===== src/sv/ats_pkg.sv =====
// Shared types, constants and saturation helpers for the ASCII token scanner.
// Used by ats_scan_core, ats_result_fifo and ascii_token_scanner; no dependencies.
`default_nettype none

package ats_pkg;

   // Internal counter widths.
   localparam int POSITION_WIDTH = 24;
   localparam int LINE_WIDTH     = 16;

   // Fixed widths of the result fields.
   localparam int KIND_W   = 4;
   localparam int LINE_W   = 16;
   localparam int COLUMN_W = 16;
   localparam int OFFSET_W = 24;
   localparam int LENGTH_W = 16;

   // Result queue geometry.
   localparam int FIFO_DEPTH = 4;
   localparam int FIFO_PTR_W = $clog2(FIFO_DEPTH);
   localparam int FIFO_CNT_W = $clog2(FIFO_DEPTH + 1);

   typedef logic [POSITION_WIDTH-1:0] pos_type;
   typedef logic [LINE_WIDTH-1:0]     line_type;

   typedef enum logic [KIND_W-1:0] {
      KIND_LPAREN   = 4'd0,
      KIND_RPAREN   = 4'd1,
      KIND_NOT      = 4'd2,
      KIND_AND      = 4'd3,
      KIND_OR       = 4'd4,
      KIND_DASH     = 4'd5,
      KIND_GT       = 4'd6,
      KIND_VARIABLE = 4'd7,
      KIND_ERROR    = 4'd8,
      KIND_END      = 4'd9
   } kind_type;

   typedef enum logic [1:0] {
      MODE_IDLE,
      MODE_IDENT,
      MODE_SKIP
   } mode_type;

   // Character codes the scanner recognizes.
   localparam logic [7:0] CHAR_LPAREN  = 8'h28;
   localparam logic [7:0] CHAR_RPAREN  = 8'h29;
   localparam logic [7:0] CHAR_BANG    = 8'h21;
   localparam logic [7:0] CHAR_AMP     = 8'h26;
   localparam logic [7:0] CHAR_PIPE    = 8'h7C;
   localparam logic [7:0] CHAR_DASH    = 8'h2D;
   localparam logic [7:0] CHAR_GT      = 8'h3E;
   localparam logic [7:0] CHAR_NEWLINE = 8'h0A;
   localparam logic [7:0] CHAR_SPACE   = 8'h20;
   localparam logic [7:0] CHAR_TAB     = 8'h09;
   localparam logic [7:0] CHAR_VTAB    = 8'h0B;
   localparam logic [7:0] CHAR_FF      = 8'h0C;
   localparam logic [7:0] CHAR_CR      = 8'h0D;

   typedef struct packed {
      kind_type              kind;
      logic [LINE_W-1:0]     line;
      logic [COLUMN_W-1:0]   column;
      logic [OFFSET_W-1:0]   offset;
      logic [LENGTH_W-1:0]   length;
      logic                  last;
   } result_type;

   // Up to two results produced by one input beat, first in order first.
   typedef struct packed {
      logic [1:0] count;
      result_type first;
      result_type second;
   } push_type;

   function automatic logic [15:0] sat_pos16(input pos_type v);
      logic [32:0] wide;
      wide = 33'(v);
      if (wide > 33'(17'h0FFFF)) begin
         return '1;
      end
      return wide[15:0];
   endfunction

   function automatic logic [23:0] sat_pos24(input pos_type v);
      logic [32:0] wide;
      wide = 33'(v);
      if (wide > 33'(25'h0FFFFFF)) begin
         return '1;
      end
      return wide[23:0];
   endfunction

   function automatic logic [15:0] sat_line16(input line_type v);
      logic [32:0] wide;
      wide = 33'(v);
      if (wide > 33'(17'h0FFFF)) begin
         return '1;
      end
      return wide[15:0];
   endfunction

   function automatic pos_type pos_inc(input pos_type v);
      if (v == '1) begin
         return v;
      end
      return v + pos_type'(1);
   endfunction

   function automatic line_type line_inc(input line_type v);
      if (v == '1) begin
         return v;
      end
      return v + line_type'(1);
   endfunction

endpackage

`default_nettype wire


===== src/sv/ascii_token_scanner.sv =====
// An accepted byte waits in the input register, then its results enter the result queue.
// Throughput: one byte per cycle while req_stall is low; a byte that yields two results needs two output beats.
// The result port moves one token per cycle while rsp_stall is low, which sets the rate when tokens pile up.
// Reset is synchronous and active high; it clears the scanner state, the input
// register and the result queue. No clearing pass is needed.
`default_nettype none

module ascii_token_scanner (
   input  wire logic        clock,
   input  wire logic        reset,
   input  wire logic        req_valid,
   output logic             req_stall,
   input  wire logic        req_op,
   input  wire logic [7:0]  req_char_code,
   output logic             rsp_valid,
   input  wire logic        rsp_stall,
   output logic [3:0]       rsp_token_kind,
   output logic [15:0]      rsp_token_line,
   output logic [15:0]      rsp_token_column,
   output logic [23:0]      rsp_token_offset,
   output logic [15:0]      rsp_ident_length,
   output logic             rsp_last_of_run
);

   logic                in_valid_ff, in_valid_in;
   logic                in_op_ff;
   logic [7:0]          in_char_ff;
   logic                room;
   logic                advance;
   logic                load;
   ats_pkg::push_type   push;
   ats_pkg::result_type head;

   always_comb begin
      advance     = in_valid_ff && room;
      req_stall   = in_valid_ff && !room;
      load        = req_valid && !req_stall;
      in_valid_in = load || (in_valid_ff && !advance);
   end

   always_ff @(posedge clock) begin
      if (reset) begin
         in_valid_ff <= 1'b0;
      end else begin
         in_valid_ff <= in_valid_in;
      end
   end

   always_ff @(posedge clock) begin
      if (load) begin
         in_op_ff   <= req_op;
         in_char_ff <= req_char_code;
      end
   end

   ats_scan_core u_core (
      .clock     (clock),
      .reset     (reset),
      .fire      (advance),
      .op        (in_op_ff),
      .char_code (in_char_ff),
      .push      (push)
   );

   ats_result_fifo u_fifo (
      .clock     (clock),
      .reset     (reset),
      .push      (push),
      .room      (room),
      .out_valid (rsp_valid),
      .out_stall (rsp_stall),
      .out_data  (head)
   );

   always_comb begin
      rsp_token_kind   = head.kind;
      rsp_token_line   = head.line;
      rsp_token_column = head.column;
      rsp_token_offset = head.offset;
      rsp_ident_length = head.length;
      rsp_last_of_run  = head.last;
   end

endmodule

`default_nettype wire


===== src/sv/ats_scan_core.sv =====
// Scanner state machine and position counters; turns one byte beat into up to two results.
// Depends on ats_pkg.
`default_nettype none

module ats_scan_core (
   input  wire logic          clock,
   input  wire logic          reset,
   input  wire logic          fire,
   input  wire logic          op,
   input  wire logic [7:0]    char_code,
   output ats_pkg::push_type  push
);

   ats_pkg::mode_type mode_ff, mode_in;
   ats_pkg::pos_type  byte_ff, byte_in;
   ats_pkg::line_type line_ff, line_in;
   ats_pkg::pos_type  line_start_ff, line_start_in;
   ats_pkg::pos_type  tok_start_ff, tok_start_in;
   ats_pkg::line_type tok_line_ff, tok_line_in;

   logic              is_letter;
   logic              is_alnum;
   logic              is_space;
   logic              is_blank;
   logic              is_newline;
   logic              is_punct;
   ats_pkg::kind_type punct_kind;
   logic              do_scan;
   logic              do_flush;
   logic              scan_emit;
   logic              other_valid;
   ats_pkg::result_type flush_r;
   ats_pkg::result_type scan_r;
   ats_pkg::result_type end_r;
   ats_pkg::result_type other_r;

   function automatic ats_pkg::result_type make_result(
      input ats_pkg::kind_type kind,
      input ats_pkg::pos_type  start,
      input ats_pkg::line_type line,
      input ats_pkg::pos_type  len,
      input ats_pkg::pos_type  base
   );
      ats_pkg::result_type r;
      ats_pkg::pos_type    col;
      col      = (start >= base) ? start - base : '0;
      r.kind   = kind;
      r.line   = ats_pkg::sat_line16(line);
      r.column = ats_pkg::sat_pos16(col);
      r.offset = ats_pkg::sat_pos24(start);
      r.length = ats_pkg::sat_pos16(len);
      r.last   = 1'b0;
      return r;
   endfunction

   // Character classes.
   always_comb begin
      is_letter  = char_code inside {[8'h61:8'h7A], [8'h41:8'h5A]};
      is_alnum   = is_letter || (char_code inside {[8'h30:8'h39]});
      is_space   = char_code inside {ats_pkg::CHAR_SPACE, ats_pkg::CHAR_TAB,
                                     ats_pkg::CHAR_NEWLINE, ats_pkg::CHAR_VTAB,
                                     ats_pkg::CHAR_FF, ats_pkg::CHAR_CR};
      is_blank   = char_code inside {ats_pkg::CHAR_SPACE, ats_pkg::CHAR_TAB};
      is_newline = (char_code == ats_pkg::CHAR_NEWLINE);
      is_punct   = 1'b1;
      punct_kind = ats_pkg::KIND_ERROR;
      case (char_code)
         ats_pkg::CHAR_LPAREN: punct_kind = ats_pkg::KIND_LPAREN;
         ats_pkg::CHAR_RPAREN: punct_kind = ats_pkg::KIND_RPAREN;
         ats_pkg::CHAR_BANG:   punct_kind = ats_pkg::KIND_NOT;
         ats_pkg::CHAR_AMP:    punct_kind = ats_pkg::KIND_AND;
         ats_pkg::CHAR_PIPE:   punct_kind = ats_pkg::KIND_OR;
         ats_pkg::CHAR_DASH:   punct_kind = ats_pkg::KIND_DASH;
         ats_pkg::CHAR_GT:     punct_kind = ats_pkg::KIND_GT;
         default:              is_punct   = 1'b0;
      endcase
   end

   // Decide whether the byte is scanned as a fresh token start and whether a
   // pending identifier closes on this beat.
   always_comb begin
      do_scan  = 1'b0;
      do_flush = 1'b0;
      case (mode_ff)
         ats_pkg::MODE_IDLE: begin
            do_scan = !op;
         end
         ats_pkg::MODE_IDENT: begin
            do_scan  = !op && !is_alnum;
            do_flush = op || !is_alnum;
         end
         ats_pkg::MODE_SKIP: begin
            do_scan = !op && is_space;
         end
         default: begin
            do_scan = !op;
         end
      endcase
   end

   // Next state.
   always_comb begin
      mode_in       = mode_ff;
      byte_in       = byte_ff;
      line_in       = line_ff;
      line_start_in = line_start_ff;
      tok_start_in  = tok_start_ff;
      tok_line_in   = tok_line_ff;
      if (fire) begin
         if (op) begin
            // The end marker returns everything to the reset state.
            mode_in       = ats_pkg::MODE_IDLE;
            byte_in       = '0;
            line_in       = '0;
            line_start_in = '0;
            tok_start_in  = '0;
            tok_line_in   = '0;
         end else begin
            byte_in = ats_pkg::pos_inc(byte_ff);
            if (do_scan) begin
               tok_start_in = byte_ff;
               tok_line_in  = line_ff;
               if (is_newline) begin
                  mode_in       = ats_pkg::MODE_IDLE;
                  line_in       = ats_pkg::line_inc(line_ff);
                  line_start_in = ats_pkg::pos_inc(byte_ff);
               end else if (is_blank || is_punct) begin
                  mode_in = ats_pkg::MODE_IDLE;
               end else if (is_letter) begin
                  mode_in = ats_pkg::MODE_IDENT;
               end else begin
                  mode_in = ats_pkg::MODE_SKIP;
               end
            end
         end
      end
   end

   // Results of this beat.
   always_comb begin
      flush_r = make_result(ats_pkg::KIND_VARIABLE, tok_start_ff, tok_line_ff,
                            byte_ff - tok_start_ff, line_start_ff);
      scan_r  = make_result(is_punct ? punct_kind : ats_pkg::KIND_ERROR,
                            byte_ff, line_ff, '0, line_start_ff);
      end_r   = make_result(ats_pkg::KIND_END, byte_ff, line_ff, '0, line_start_ff);

      scan_emit   = do_scan && (is_punct || !(is_letter || is_blank || is_newline));
      other_valid = op || scan_emit;
      other_r     = op ? end_r : scan_r;

      push.first       = do_flush ? flush_r : other_r;
      push.first.last  = !(do_flush && other_valid);
      push.second      = other_r;
      push.second.last = 1'b1;
      push.count       = fire ? (2'(do_flush) + 2'(other_valid)) : 2'd0;
   end

   always_ff @(posedge clock) begin
      if (reset) begin
         mode_ff       <= ats_pkg::MODE_IDLE;
         byte_ff       <= '0;
         line_ff       <= '0;
         line_start_ff <= '0;
         tok_start_ff  <= '0;
         tok_line_ff   <= '0;
      end else begin
         mode_ff       <= mode_in;
         byte_ff       <= byte_in;
         line_ff       <= line_in;
         line_start_ff <= line_start_in;
         tok_start_ff  <= tok_start_in;
         tok_line_ff   <= tok_line_in;
      end
   end

endmodule

`default_nettype wire


===== src/sv/ats_result_fifo.sv =====
// Small result queue: takes up to two results per cycle, delivers one per beat.
// Depends on ats_pkg.
`default_nettype none

module ats_result_fifo (
   input  wire logic           clock,
   input  wire logic           reset,
   input  wire ats_pkg::push_type push,
   output logic                room,
   output logic                out_valid,
   input  wire logic           out_stall,
   output ats_pkg::result_type out_data
);

   ats_pkg::result_type entries_ff [ats_pkg::FIFO_DEPTH];
   logic [ats_pkg::FIFO_PTR_W-1:0] head_ff, head_in;
   logic [ats_pkg::FIFO_PTR_W-1:0] tail_ff, tail_in;
   logic [ats_pkg::FIFO_PTR_W-1:0] tail_next;
   logic [ats_pkg::FIFO_CNT_W-1:0] count_ff, count_in;
   logic [ats_pkg::FIFO_CNT_W-1:0] after_pop;
   logic                           pop;

   always_comb begin
      out_valid = (count_ff != '0);
      out_data  = entries_ff[head_ff];
      pop       = out_valid && !out_stall;
      after_pop = count_ff - ats_pkg::FIFO_CNT_W'(pop);
      // Room for a full two-result beat after this cycle's pop.
      room      = after_pop <= ats_pkg::FIFO_CNT_W'(ats_pkg::FIFO_DEPTH - 2);
      tail_next = tail_ff + ats_pkg::FIFO_PTR_W'(1);
      tail_in   = tail_ff + ats_pkg::FIFO_PTR_W'(push.count);
      head_in   = head_ff + ats_pkg::FIFO_PTR_W'(pop);
      count_in  = after_pop + ats_pkg::FIFO_CNT_W'(push.count);
   end

   always_ff @(posedge clock) begin
      if (push.count != 2'd0) begin
         entries_ff[tail_ff] <= push.first;
      end
      if (push.count == 2'd2) begin
         entries_ff[tail_next] <= push.second;
      end
   end

   always_ff @(posedge clock) begin
      if (reset) begin
         head_ff  <= '0;
         tail_ff  <= '0;
         count_ff <= '0;
      end else begin
         head_ff  <= head_in;
         tail_ff  <= tail_in;
         count_ff <= count_in;
      end
   end

   a_count_bound: assert property (@(posedge clock) disable iff (reset)
      int'(count_ff) <= ats_pkg::FIFO_DEPTH)
      else $error("result queue count exceeds its depth");

   a_no_overflow: assert property (@(posedge clock) disable iff (reset)
      int'(after_pop) + int'(push.count) <= ats_pkg::FIFO_DEPTH)
      else $error("results pushed into a full queue");

   a_idle_hold: assert property (@(posedge clock) disable iff (reset)
      (!pop && push.count == 2'd0) |=> $stable(count_ff) && $stable(head_ff))
      else $error("result queue moved without a push or pop");

endmodule

`default_nettype wire

===== config.mk =====
export PLATFORM = sky130hd
export DESIGN_NAME = ascii_token_scanner
export DESIGN_NICKNAME = d
export VERILOG_FILES = /design/src/sv/ats_pkg.sv /design/src/sv/ascii_token_scanner.sv /design/src/sv/ats_scan_core.sv /design/src/sv/ats_result_fifo.sv
export SDC_FILE = /design/constraint.sdc
export NUM_CORES = 1
export LEC_CHECK = 0
export ABC_CLOCK_PERIOD_IN_PS = 12960
export BUFFER_PORTS_ARGS = -buffer_cell sky130_fd_sc_hd__buf_2
export CAP_MARGIN = 0
export CORE_MARGIN = 2
export CORE_UTILIZATION = 63
export DETAILED_ROUTE_END_ITERATION = 7
export PLACE_DENSITY = 0.87
export SYNTH_ARGS = -nofsm -noshare
export SYNTH_HDL_FRONTEND = slang
export SYNTH_HIERARCHICAL = 1
export SYNTH_SLANG_ARGS = --single-unit

===== constraint.sdc =====
create_clock -name clock -period 12.96 [get_ports clock]
set_input_delay 2.592 -clock clock [delete_from_list [all_inputs] [get_ports clock]]
set_output_delay 2.592 -clock clock [all_outputs]
set_load 0.03 [all_outputs]

* Word-level counts from Yosys, hierarchy flattened
Memories as Yosys holds them, arrays and structs flattened. A register that Yosys moved wholly into a read port is not among the register bits.
Index checks and enable logic that the tools add are counted.
** Cells by class
- Add/subtract/negate cells :: 11
- $lt $le $gt $ge :: 12
- Equal/unequal tests :: 19
- Muxes and demuxes :: 56
- Reduce and logical (&&, ||, !) cells :: 39
** Operator list (number)
- $mux 24 :: 11
- $mux 16 :: 12
- $mux 77 :: 2
- $gt 24x16->1 const B :: 3
- $sub 24x24->24 :: 3
- $eq 8x6->1 const B :: 7
- $ge 24x24->1 :: 2
- $eq 8x4->1 const B :: 5
- $pmux 4 s7 :: 1
- $add 24x1->24 const B :: 1
- $eq 24x24->1 const B :: 1
- $mux 1 :: 21
- $add 16x1->16 const B :: 1
- $eq 16x16->1 const B :: 1
- $ge 8x7->1 const B :: 2
- $le 8x7->1 const B :: 2
- $mux 2 :: 7
- $logic_and 1x1->1 :: 12
- $reduce_bool 2->1 :: 5
- $eq 8x7->1 const B :: 1
- $ge 8x6->1 const B :: 1
- $le 8x6->1 const B :: 1
- $logic_not 1->1 :: 8
- $logic_or 1x1->1 :: 8
- 18 further kinds :: 19
** Word-level totals
- Register bits :: 123
- Bits in writable memories :: 308
- Input bits :: 13
- Output and inout bits :: 79
- Word-level logic and storage cells :: 150
- Memories :: 1
** Memories
- u_fifo.entries_ff :: depth 4, width 77, read ports 1, clocked after Yosys merged registers in 1, wr ports 2, line ats_result_fifo.sv:15 : ats_pkg::result_type entries_ff [ats_pkg::FIFO_DEPTH];

* Longest topological paths before layout
- Depth after elaboration :: 14
- Gate-level depth with buffers :: 18

* Hierarchy
The synthesis kept the hierarchy.
** By module, submodules not included
- ats_result_fifo :: times used 1, cells each 792, area an instance 15426.0 um2, seq. area each 9389.0 um2
- ats_scan_core :: times used 1, cells each 1415, area an instance 10024.6 um2, seq. area each 2122.0 um2
- ascii_token_scanner :: times used 1, cells each 14, area an instance 326.6 um2, seq. area each 290.3 um2

* Worst setup path after synthesis
Ideal clock, no wire load.
- Kind :: input port to flip-flop
- Start :: input rsp_stall
- End :: memory u_fifo/entries_ff[0][0] (netlist name), enable pin
- Setup time :: 0.619 ns
- Arrival :: 10.223 ns
- Setup slack :: 2.118 ns
- Cell stages on the path :: 11
- Buffers on the path :: 2
- Cell sequence :: nor2b_1 -> ha_1 -> ha_1 -> xor2_1 -> nor2_1 -> and2_1 -> clkbuf_1 -> clkbuf_1 -> and2_1 -> o21bai_1 -> o21ai_0
** RTL lines
- start, declared :: line ascii_token_scanner.sv:16 : input wire logic rsp_stall,
- end, declared :: line ats_result_fifo.sv:15

==> metrics.txt <==
routed len/inst=23.9 µm; fraction of registers with async set/reset=0%; Synth warnings=6; RR Endpoint=u_fifo/entries_ff[2][32]; initial detailed-routing violation count=2171; DR pass1 iterations=6; dpl hpwl=41.9 mm; drt drc=0; status=complete, no violations; Post-Syn Area per Cell=11.6 µm²; post-synth top area share=36.9%; register area share after synthesis=between 40% and 50%; Pwr Density=167 nW/µm²; Die W=206 µm; layout cells sized above 1=25.6%; R2R setup slack=6.98 ns; dominant cells by area after synthesis=edfxtp_1 37%, mux2_2 10%, dfxtp_1 8.9%; Tcrit/Tclk final=54.5%; CP required=13.16 ns; Bufs on Longest Clock Path=3; global-route wire length before repair=104 mm; P&R area growth vs syn=8.20%; Yosys reg bits=approximately 430; skew final=0.0205 ns; EDFF count, synth=317; RSZ-0062 raised after global routing=false; Final min period=slightly above 7 ns; Compound-Gate Fraction of Synth Area=under 10%; Final Non-Filler Cells=2807; internal power=between 3 and 4 mW; Via-to-Cell Ratio=6.69; post-CTS sizing=0; Switching Fraction=about a third; vias in the first global route=18651; Max H-tree Level=2; Setup crit end kind=flop; final net count=2337; Synth Area in XOR/XNOR=3.21%; Critical path origin=rsp_stall; uppermost layer routed=met4; sequential power share=37.6%; relative slew slack=22.8%; GR Util All Layers=31.7%; Fin. Hold Viols=0; worst skew pair latency=0.58 ns; Met2 Routed Length=33.2 mm; max cap viols=0; die area=42500 µm²; Leakage=roughly 10 nW; Worst Hold Class=reg -> reg; die height=206 µm; Final setup viols=0; crit path max fanout=51; worst setup path end=u_fifo/entries_ff[2][32]; NetSw=1.58 mW; worst-margin pin slew=1.15 ns; CTS tree=yes; main flop type after synthesis=edfxtp_1; CTS Sinks=~430; dominant cell type by area after synthesis=edfxtp_1; post-placement cell count=2725; Ports=92; GPL Wtd Cong=0.950; max-slew violations=0; CP Class=in -> reg; initial core utilization=63.4%; met3 wire len=around 5.9 mm; Final ANT Viol Nets=0; antenna violations before repair=0; clk slew on worst S/H paths=around 0.060 ns; combinational fraction of design power=32.8%; pin count of the biggest net entering global routing=79; n_diodes=0; Post-CTS Setup Bufs=0; clock root cell=clkbuf_16; post-layout util=68.6%; Congestion Overflow GR=0; Worst VDD drop=around 100 µV; multiplexer share of the synthesized area=21.7%; Clk pwr share=29.6%; r2r startpoint=in_char_ff[1]; Worst Path Arrival=7.27 ns; largest family of logic cells by synthesized area=multiplexers; CTS Buf Count=44; CTS Hold Bufs=0; fmax=141 MHz; hold path cells=2; post-synthesis adder-cell area fraction=about 4.2%; via count=18766; post-synth cell types=between 90 and 100; routed wire length=about 67 mm; critical path launch point type=input pin; # rows=74; Simple-Gate Fraction of Synth Area=~11%; final setup TNS=0 ns; Core Region=40600 µm²; most frequent cells in the layout=317 x edfxtp_1, 231 x mux2_2, 178 x nor2_1, 178 x a21oi_1, 161 x nand2_1; r2r worst-path depth=12; Synth Instances=2221; input/output buffers=91; Post-Syn Area=25800 µm²; commonest non-fill, non-tap cell in the layout=edfxtp_1; routed length on met1=25.7 mm
-- layout make-up --
class / instances / area [µm²]
multi-input cells: 1569 / 12900
repair buffers: 111 / 606
inverters: 82 / 308
clock inverters: 15 / 220
flip-flops and latches: 431 / 11800
clock buffers: 67 / 1370
well taps: 532 / 666
fillers: 2641 / 12800
-- synth_stat cells (all sizes together), types with 22 or more instances --
| library cell | n |
|---|---|
| nor2b | 22 |
| dfxtp | 114 |
| mux2 | 310 |
| o2111ai | 23 |
| nand3 | 33 |
| nor3b | 37 |
| clkbuf | 63 |
| xor2 | 44 |
| nor2 | 181 |
| nand2 | 161 |
| buf | 89 |
| inv | 81 |
| ha | 81 |
| nor3 | 42 |
| a21o | 27 |
| o21ai | 76 |
| mux4 | 77 |
| a21oi | 182 |
| edfxtp | 317 |
| xnor2 | 48 |
-- worst min path at each step --
stage,start,to,slack [ns]
finish,u_core/line_start_ff[7],u_core/line_start_ff[7],0.49
global route,u_core/line_start_ff[7],u_core/line_start_ff[7],0.50
CTS,u_core/line_start_ff[7],u_core/line_start_ff[7],0.47
detailed placement,u_core/line_start_ff[7],u_core/line_start_ff[7],0.46
global placement,u_core/line_start_ff[7],u_core/line_start_ff[7],0.44
floorplan,u_core/line_start_ff[7],u_core/line_start_ff[7],0.43
-- logic make-up (layout without fill, tap and decap cells) --
logic type / count (synthesis) / count (layout)
AOI/OAI and AO/OA: 390 / 390
xor gates and xnor gates: 93 / 93
adders and majority gates: 85 / 85
buffers and inverters: 236 / 275
DFF: 431 / 431
muxes: 405 / 405
other: 2 / 17
and+or+nand+nor: 579 / 579
-- power groups by stage --
stage                     Clock (mW)  Combinational [mW]  Sequential, mW
after floorplan                    0                1.17            1.74
after global placement             0                1.45            1.78
after detailed placement           0                1.50            1.78
after CTS                       1.39                1.52            1.76
after global routing            1.44                1.61            1.77
final                           1.38                1.53            1.76
-- state kept, by name (all words and copies together) (netlist names) --
name,count
u_fifo/entries_ff,308
u_core/byte_ff,24
u_core/line_start_ff,24
u_core/tok_start_ff,24
u_core/line_ff,16
u_core/tok_line_ff,16
in_char_ff,8
u_fifo/count_ff,3
u_core/mode_ff,2
u_fifo/head_ff,2
u_fifo/tail_ff,2
in_op_ff,1
in_valid_ff,1
-- metal layers --
metal,global-route usage (%),vias to the layer above
met2,53.6,1060
met4,12.2,0
met1,41.1,9230
li1,-,8289
met5,0,-
met3,5.11,187
-- metrics by stage --
stage                     hold WS [ns]  power, mW  worst slack [ns]  area (µm²)
after floorplan                  0.432       2.92              2.12       25800
after global placement           0.445       3.23              5.63       26300
after detailed placement         0.463       3.28              5.46       26300
after CTS                        0.472       4.67              6.02       27900
after global routing             0.496       4.83              5.77       27900
final                            0.486       4.67              5.89       27900
-- worst max-delay path, stage by stage --
cell	delay [ns]
buf_2	0.10
nor2b_1	0.28
ha_1	0.23
ha_1	0.17
xor2_1	0.12
nor2_1	0.27
and2_1	0.19
buf_4	0.33
inv_1	0.31
nor2_1	0.54
and4bb_4	0.73
o21bai_4	0.55
buf_4	0.78
Note: power is estimated with default switching activity, not from simulation.
